<file path="src/rtl/lzr_ring_ram.sv">
module lzr_ring_ram #(
	parameter int DEPTH = 256,
	parameter int WIDTH = 8
) (
	input  logic                     clk,
	input  logic                     we,
	input  logic [$clog2(DEPTH)-1:0] waddr,
	input  logic [WIDTH-1:0]         wdata,
	input  logic                     re,
	input  logic [$clog2(DEPTH)-1:0] raddr,
	output logic [WIDTH-1:0]         rdata
);

	logic [WIDTH-1:0] mem [DEPTH];
	logic [WIDTH-1:0] rdata_q;

	always_ff @(posedge clk) begin
		if (we) begin
			mem[waddr] <= wdata;
		end
		if (re) begin
			rdata_q <= mem[raddr];
		end
	end

	assign rdata = rdata_q;

endmodule

</file>
<file path="config.mk">
export PLATFORM = sky130hd
export DESIGN_NAME = lzr_ring_ram
export DESIGN_NICKNAME = d
export VERILOG_FILES = /design/src/rtl/lzr_ring_ram.sv
export SDC_FILE = /design/constraint.sdc
export NUM_CORES = 2
export LEC_CHECK = 0
export ABC_AREA = 1
export BUFFER_PORTS_ARGS = -buffer_cell sky130_fd_sc_hd__buf_2
export CAP_MARGIN = 20
export CORE_MARGIN = 5
export CORE_UTILIZATION = 54
export DETAILED_ROUTE_END_ITERATION = 7
export PLACE_DENSITY = 0.69
export SLEW_MARGIN = 20
export SYNTH_ARGS = -nofsm -noshare
export SYNTH_HDL_FRONTEND = slang
export SYNTH_SLANG_ARGS = --single-unit
export TNS_END_PERCENT = 50
</file>
<file path="constraint.sdc">
create_clock -name clk -period 2.83 [get_ports clk]
set_input_delay 0 -clock clk [delete_from_list [all_inputs] [get_ports clk]]
set_output_delay 0 -clock clk [all_outputs]
set_load 0.1 [all_outputs]
</file>
==> results.cfg <==
[status]
status = finished clean

[clocking]
post_cts_buffers = 0
htree_levels = 4
tritoncts = done
cts-root-buf = clkbuf_16
clk_latency_ps = 830
clk_pin_slew_ps = 60
cts_buffer_depth = 3
cts_buffers = 194
clock_sink_count = 2056

[setup_path]
crit_slowest_cell = dlygate4sd3_1
slowest_delay_ps = 600
setup.worst_path.start_class = primary input
ff2ff_path_depth = 10
crit_chain = dlygate4sd3_1, buf_2, nand2_1, dlygate4sd3_1, nor2_1, nand2_1, dlygate4sd3_1, nor2_1
critPathArrivalTime_ps = 2940
regToRegSetupSlack_ps = 670
critPathKind = primary input to register
worstReg2RegEnd = rdata[6]$_DFFE_PP_
path_max_fanout = 8
path_common_cell = dlygate4sd3_1
required_ps = 3280
r2r-start = mem[103][6]$_DFFE_PP_
end_kind = register

[global_route]
gr-usage-all-layers_pct = 26.9
grt_pass1_wl_mm = 331
grt_pass1_vias = 52708
globalRouteOverflowTotal = 0
antenna_found_initial = 11
grt_max_degree = 107

[synthesis]
yosysSeqAreaShare_pct = 74.0
avgSynthCellArea_um2 = 11.9
synth_seq_cells = 2056
syn_nets = 7030
yosysWarnings = 0
syn_inst = 7003
synth_area_mm2 = 0.0835
yosysUniqueCellTypes = 13

[pwr]
vdd_drop_max_v = 0.000623
comb_power_share_pct = 6.3
switchingPower_mw = 14.1
p_per_area_mw_per_mm2 = 680
power.internal_mw = 49.6
power.leakage_nw = 32.8
p_seq_share_pct = 52.8
sw_frac_of_total_pct = 22.1
clockPowerShare_pct = 40.9

[placement]
dp_cells = 8912
place_hpwl_mm = 129
gp_congestion = 0.879
io_buffer_count = 34

[timing]
rsz0062_at_grt = no
finalCriticalPeriod_ps = 2490
finalMaxSlewViolations = 0
finalSetupViolations = 0
slew_headroom_pct = 30.0
hold_viol = 0
finalSetupTns_ps = 0
whs_ps = 91.9
timing.fmax_ghz = 0.402
period_share_pct = 88.0
finClkSkew_ps = 34.3
worst_slew_pin_slew_ps = 1050

[worst_hold_path]
min_to = mem[175][1]$_DFFE_PP_
worstHoldPathType = primary input to register
worstHoldStart = waddr[1]
min_path_cells = 5

[floorplan]
die_y_um = 403
rows = 144
die_w_um = 403
coreArea_mm2 = 0.154
initial_core_util_pct = 54.3
ios = 35
fp.dieArea_mm2 = 0.163

[routing]
totalWireLength_mm = 221
vias_per_cell = 5.97
wl_per_cell_um = 23.8
routed-via-count = 55456
drc = 0
drt-pass1-iter-count = 6
final_antenna_net_count = 0
drt_iter0_drc = 7152

[cells_and_area]
n_fill_cell = 11743
regArea_mm2 = 0.0617
stdcell_count = 9282
post_route_cells_drive_above_1_share_pct = 8.61
nNetsFinal = 7105
multiInputGateArea_mm2 = 0.0191
syn_to_final_growth_pct = 12.2

[job]
cap_viol_max_count = 0
-- cell type report --
cell class	instances	area share, %
Clock inverter	119	1.29
Inverter	39	0.192
Timing Repair Buffer	362	3.93
Multi-Input combinational cell	4425	20.4
Antenna cell	4	0.0107
Sequential cell	2056	65.9
Clock buffer	233	5.50
Tap cell	2044	2.73
-- state kept, by name, summed over array words and instances (netlist names) --
| signal | cells |
|---|---|
| mem | 2048 |
| rdata | 8 |
-- cell usage after synthesis (all sizes together) --
cell type     n  area share [%]
buf         371             2.4
clkbuf      112            0.50
edfxtp     2056              74
inv          39            0.18
nand2      2123             9.5
nand3      2019              12
nor2        283             1.3
-- power groups by stage --
stage	sequential, mW	clock [mW]	combinational (mW)
6_report	33.6	26.1	4.02
5_1_grt	33.6	27.6	4.30
4_1_cts	33.6	26.3	3.97
3_5_place_dp	34.2	0	3.93
3_3_place_gp	34.2	0	3.87
2_1_floorplan	34.3	0	2.07
-- cells in the final DEF (no fill, tap or decap), types with 32 or more instances in the layout --
cell / Yosys / final
edfxtp_1: 2056 / 2056
nor2_1: 283 / 283
clkbuf_1: 112 / 32
buf_4: 46 / 243
inv_1: 36 / 34
nand2_1: 2123 / 2123
clkbuf_16: 0 / 201
nand3_1: 2019 / 2019
clkinv_1: 0 / 50
buf_12: 0 / 72
-- how the worst max path moves through the flow --
| stage | start | endpoint | slack, ps | cells past startpoint |
|---|---|---|---|---|
| floorplan | we | mem[162][0]$_DFFE_PP_ | 1340 | 4 |
| CTS | waddr[7] | mem[182][6]$_DFFE_PP_ | 480 | 8 |
| finish | waddr[7] | mem[183][3]$_DFFE_PP_ | 340 | 8 |
| global route | waddr[7] | mem[183][7]$_DFFE_PP_ | 290 | 8 |
| detailed placement | raddr[0] | rdata[6]$_DFFE_PP_ | 180 | 14 |
| global placement | raddr[0] | rdata[6]$_DFFE_PP_ | 190 | 14 |
-- timing repair --
action                                  CTS  global route
endpoints found under the hold margin  1860             0
resized for setup                         0             0
hold buffers                             14             0
-- cells by family after synthesis --
kind of cell	after synthesis	synth area share, %
buf+inv	522	3.12
simple gates	4425	22.9
flops	2056	74.0
-- stage by stage --
stage / util (%) / power (mW) / cell area, µm² / setup slack [ps]
2_1_floorplan: - / 36.4 / 83500 / 1340
3_3_place_gp: 56.6 / 38.1 / 87200 / 186
3_5_place_dp: 56.6 / 38.2 / 87200 / 183
4_1_cts: 60.9 / 63.9 / 93700 / 479
5_1_grt: 60.9 / 65.5 / 93700 / 294
6_report: 60.9 / 63.7 / 93700 / 341
-- layer usage --
layer	wire length (µm)	track usage, %
met1	86800	38.2
met2	103000	42.0
met3	23600	5.36
met4	7440	9.25
met5	46	0
-- critical path: cells and delay by family --
kind	cells	cell delay, ps
buffers and inverters	4	1900
and+or+nand+nor	4	1030
No activity file was read; power rests on OpenSTA's default activity.
