## src/rtl/lzr_pkg.sv

```systemverilog
package lzr_pkg;

	localparam int RING_DEPTH = 8192;
	localparam int LEN_BITS   = 4;
	localparam int MIN_MATCH  = 3;
	localparam int LIT_BITS   = 8;
	localparam int SIZE_W     = 24;

	localparam int AW      = $clog2(RING_DEPTH);
	localparam int TOK_W   = AW + LEN_BITS;
	localparam int TCNT_W  = $clog2(TOK_W + 1);
	localparam int MAX_LEN = (1 << LEN_BITS) - 1 + MIN_MATCH;
	localparam int REM_W   = $clog2(MAX_LEN + 1);
	localparam int BLEFT_W = $clog2(LIT_BITS + 1);

	typedef enum logic [1:0] {
		ST_IDLE,
		ST_BITS,
		ST_COPY,
		ST_FLUSH
	} state_t;

	typedef enum logic [1:0] {
		PH_FLAG,
		PH_LIT,
		PH_MATCH
	} phase_t;

	typedef struct packed {
		logic [LIT_BITS-1:0] data;
		logic                byte_valid;
		logic                finished;
		logic                success;
	} res_t;

endpackage

```

## src/rtl/lzr_result_buf.sv

```systemverilog
module lzr_result_buf (
	input  logic                             clk,
	input  logic                             arst_n,
	input  logic                             push,
	input  lzr_pkg::res_t                    push_res,
	input  logic                             flush,
	output logic                             ready,
	output logic                             out_valid,
	input  logic                             out_stall,
	output logic [lzr_pkg::LIT_BITS-1:0]     out_byte,
	output logic                             byte_valid,
	output logic                             run_last,
	output logic                             finished,
	output logic                             success
);
	import lzr_pkg::*;

	res_t pend_q;
	res_t out_q;
	logic pend_v_q;
	logic out_v_q;
	logic last_q;
	logic out_free;
	logic move;

	assign out_free = !out_v_q || !out_stall;
	assign ready    = !pend_v_q || out_free;
	// pending word goes out once the next one arrives or the input word is done
	assign move     = pend_v_q && (push || flush);

	always_ff @(posedge clk or negedge arst_n) begin
		if (!arst_n) begin
			pend_v_q <= 1'b0;
			out_v_q  <= 1'b0;
		end else begin
			if (push) begin
				pend_v_q <= 1'b1;
			end else if (flush) begin
				pend_v_q <= 1'b0;
			end
			if (move) begin
				out_v_q <= 1'b1;
			end else if (!out_stall) begin
				out_v_q <= 1'b0;
			end
		end
	end

	always_ff @(posedge clk) begin
		if (push) begin
			pend_q <= push_res;
		end
		if (move) begin
			out_q  <= pend_q;
			last_q <= flush;
		end
	end

	assign out_valid  = out_v_q;
	assign out_byte   = out_q.data;
	assign byte_valid = out_q.byte_valid;
	assign run_last   = last_q;
	assign finished   = out_q.finished;
	assign success    = out_q.success;

	a_push_ready: assert property (@(posedge clk) disable iff (!arst_n)
		(push || flush) |-> ready)
		else $error("result pushed while buffer full");

	a_push_flush: assert property (@(posedge clk) disable iff (!arst_n)
		!(push && flush))
		else $error("push and flush together");

	a_flush_empty: assert property (@(posedge clk) disable iff (!arst_n)
		flush |=> !pend_v_q)
		else $error("pending word left after flush");

endmodule

```

## config.mk

```make
export PLATFORM = sky130hd
export DESIGN_NAME = lzr_result_buf
export DESIGN_NICKNAME = d
export VERILOG_FILES = /design/src/rtl/lzr_pkg.sv /design/src/rtl/lzr_result_buf.sv
export SDC_FILE = /design/constraint.sdc
export NUM_CORES = 1
export LEC_CHECK = 0
export BUFFER_PORTS_ARGS = -buffer_cell sky130_fd_sc_hd__buf_4
export CORE_AREA = 2 2 59 50
export DETAILED_ROUTE_END_ITERATION = 10
export DIE_AREA = 0 0 61 52
export PLACE_DENSITY = 0.61
export SLEW_MARGIN = 25
export SYNTH_ARGS = -nofsm -noshare
export SYNTH_HDL_FRONTEND = slang
export SYNTH_SLANG_ARGS = --single-unit
```

## constraint.sdc

```tcl
create_clock -name clk -period 2.2 [get_ports clk]
set_input_delay 0.33 -clock clk [delete_from_list [all_inputs] [get_ports clk]]
set_output_delay 0.33 -clock clk [all_outputs]
set_load 0.005 [all_outputs]
```

==> impl_metrics.tcl <==
set metrics [dict create \
    yosys.area.top_type "edfxtp_1" \
    ios 30 \
    synth_mux_area_share_pct 0 \
    cp_cell_sequence "nand3_1, buf_4" \
    cts_resized 0 \
    timing.fmax_mhz 796 \
    synth_warnings 0 \
    grt_most_used_layer "met2" \
    setup_ws_ns 0.944 \
    grtUsageMet3_pct 4.73 \
    wl_per_cell_um 10.2 \
    place_congestion 0.626 \
    slew_headroom_pct 63.9 \
    synth.avg_cell_area_um2 25.7 \
    cp-start-kind "register" \
    grt_pass1_wl_um 1570 \
    cts_max_path_buffers 2 \
    io_buffers 29 \
    crit_fanout 3 \
    drtPass1Iterations 2 \
    crit_cells 2 \
    fin_worst_skew_ns 0.00276 \
    start_util_pct 29.5 \
    dieHeight_um 52 \
    dp_slack_ns 0.787 \
    grt_max_degree 16 \
    period_minus_slack_ns 1.26 \
    core_area_mm2 0.00262 \
    setup_viol 0 \
    synthAdderAreaFrac_pct 0 \
    clockRootBuffer "clkbuf_4" \
    synth_edf_count 23 \
    via_per_inst 3.84 \
    place_hpwl_um 762 \
    gr-total-overflow 0 \
    drive_above_1_share_pct 51.6 \
    maxCapViolCount 0 \
    routed_wl_um 1040 \
    synth-simple-area-share_pct 0.648 \
    post-route-util_pct 41.2 \
    power_density_mw_per_mm2 783 \
    critPathBufInv 1 \
    leakage_nw 0.424 \
    cts.sinks 25 \
    synth_top_family_by_area "compound AO/OA/AOI/OAI gates" \
    synthArstFlopShare_pct 8.00 \
    yosysMostFrequentCell "edfxtp_1" \
    path_clk_slew_ns 0.13 \
    max_stage_delay_ns 0.40 \
    path_class "register to output pin" \
    met1_usage_pct 7.41 \
    hold_depth 1 \
    synth_cell_type_count 6 \
    die_w_um 61 \
    met2_usage_pct 12.4 \
    yosysSeqAreaShare_pct 95.9 \
    clk_latency_ns 0.31 \
    cp_slowest_cell "dfrtp_1" \
    final_nets 81 \
    synth_top_cells_by_count "edfxtp_1 (23), a21o_1 (2), dfrtp_1 (2)" \
    hp-class "input pin to register" \
    syn_nets 46 \
    rr_worst_depth 1 \
    antenna_left 0 \
    ir_drop_mv 0.395 \
    finalHoldViolations 0 \
    drtIter0Drc 4 \
    fin_crit_sh_pct 57.1 \
    cp.required_ns 1.87 \
    cts_setup_buffers 0 \
    drc 0 \
    yosys.area_share.xor_xnor_pct 0 \
    synth_top_area_share_pct 89.5 \
    synth-seq-cells 25 \
    core.rowCount 17 \
    grt_pass1_vias 358 \
    synth_area_um2 772 \
    area_growth_pct 39.5 \
    ctsHoldBuffers 1 \
    drv_slew 0 \
    cts_tree "yes" \
    die_area_mm2 0.00317 \
    netlist_instances 30 \
    synth_compound_area_share_pct 2.92 \
    cts_max_level 1 \
    worstMarginPinSlew_ns 0.541 \
    synth_area_leaders "edfxtp_1 (89%), dfrtp_1 (6.5%), a21o_1 (1.9%)" \
    rsz0062_at_grt "false" \
    status "completed" \
    synth_ff_type "edfxtp_1" \
    num_antenna_cells 0 \
    cp-end-kind "output pin" \
    crit_family "flip-flops" \
    grtUsageTotal_pct 7.35 \
    numCtsBuffers 3 \
    vias 392 \
    finalSetupTns_ns 0 \
    arrival_ns 0.93 \
    antenna_found_initial 0 \
]
[flip-flops by register name, indices dropped and copies added, names as in the netlist]
| signal | count |
|---|---|
| byte_valid | 1 |
| finished | 1 |
| out_byte | 8 |
| out_valid | 1 |
| pend_q | 11 |
| pend_v_q | 1 |
| run_last | 1 |
| success | 1 |
[final timing paths]
path	from	to	slack, ns
hold reg to reg	pend_q[3]$_DFFE_PP_	out_byte[0]$_DFFE_PP_	0.44
max in group asynchronous	arst_n	out_valid$_DFFE_PN0P_	1.80
hold / removal	push_res[1]	pend_q[1]$_DFFE_PP_	0.19
min in group asynchronous	arst_n	pend_v_q$_DFFE_PN0P_	0.32
setup reg to reg	pend_v_q$_DFFE_PN0P_	out_byte[0]$_DFFE_PP_	0.98
setup / recovery	out_valid$_DFFE_PN0P_	ready	0.94
[cells in the final DEF, fill, tap and decap left out]
master and instances:
clkinvlp_4 1, dfrtp_1 2, nand3_1 1, clkbuf_4 3
o21a_1 1, buf_4 29, dlygate4sd3_1 1, inv_1 1
a21o_1 2, edfxtp_1 23
[metrics by stage]
stage	hold WS, ns	instances	power [mW]	instance area [um^2]
2_1_floorplan	0.0344	30	0.597	772
3_3_place_gp	0.115	97	0.657	1040
3_5_place_dp	0.113	97	0.659	1040
4_1_cts	0.172	102	0.859	1080
5_1_grt	0.159	102	0.885	1080
6_report	0.186	102	0.843	1080
[metal layers]
layer	up-vias	routed length (um)
met4	0	0
li1	186	-
met3	0	98
met5	-	0
met1	186	400
met2	20	539
[where the power goes]
group / total (mW) / internal [mW] / switching [mW]
Sequential: 0.575 / 0.564 / 0.0107
Combinational: 0.0723 / 0.0452 / 0.0271
Clock: 0.197 / 0.0693 / 0.127
[cells by family after synthesis]
logic type,Yosys count
buf+inv,1
compound gates,3
simple gates,1
flops,25
[cell type report]
cell class / count / area, um^2
clock buffer: 3 / 22.5
clock inverter: 1 / 7.51
fill: 246 / 1540
inverter: 1 / 3.75
multi-input combinational: 4 / 27.5
sequential: 25 / 741
tap: 38 / 47.5
timing repair buffer: 30 / 228
(Power assumes the default switching activity.)
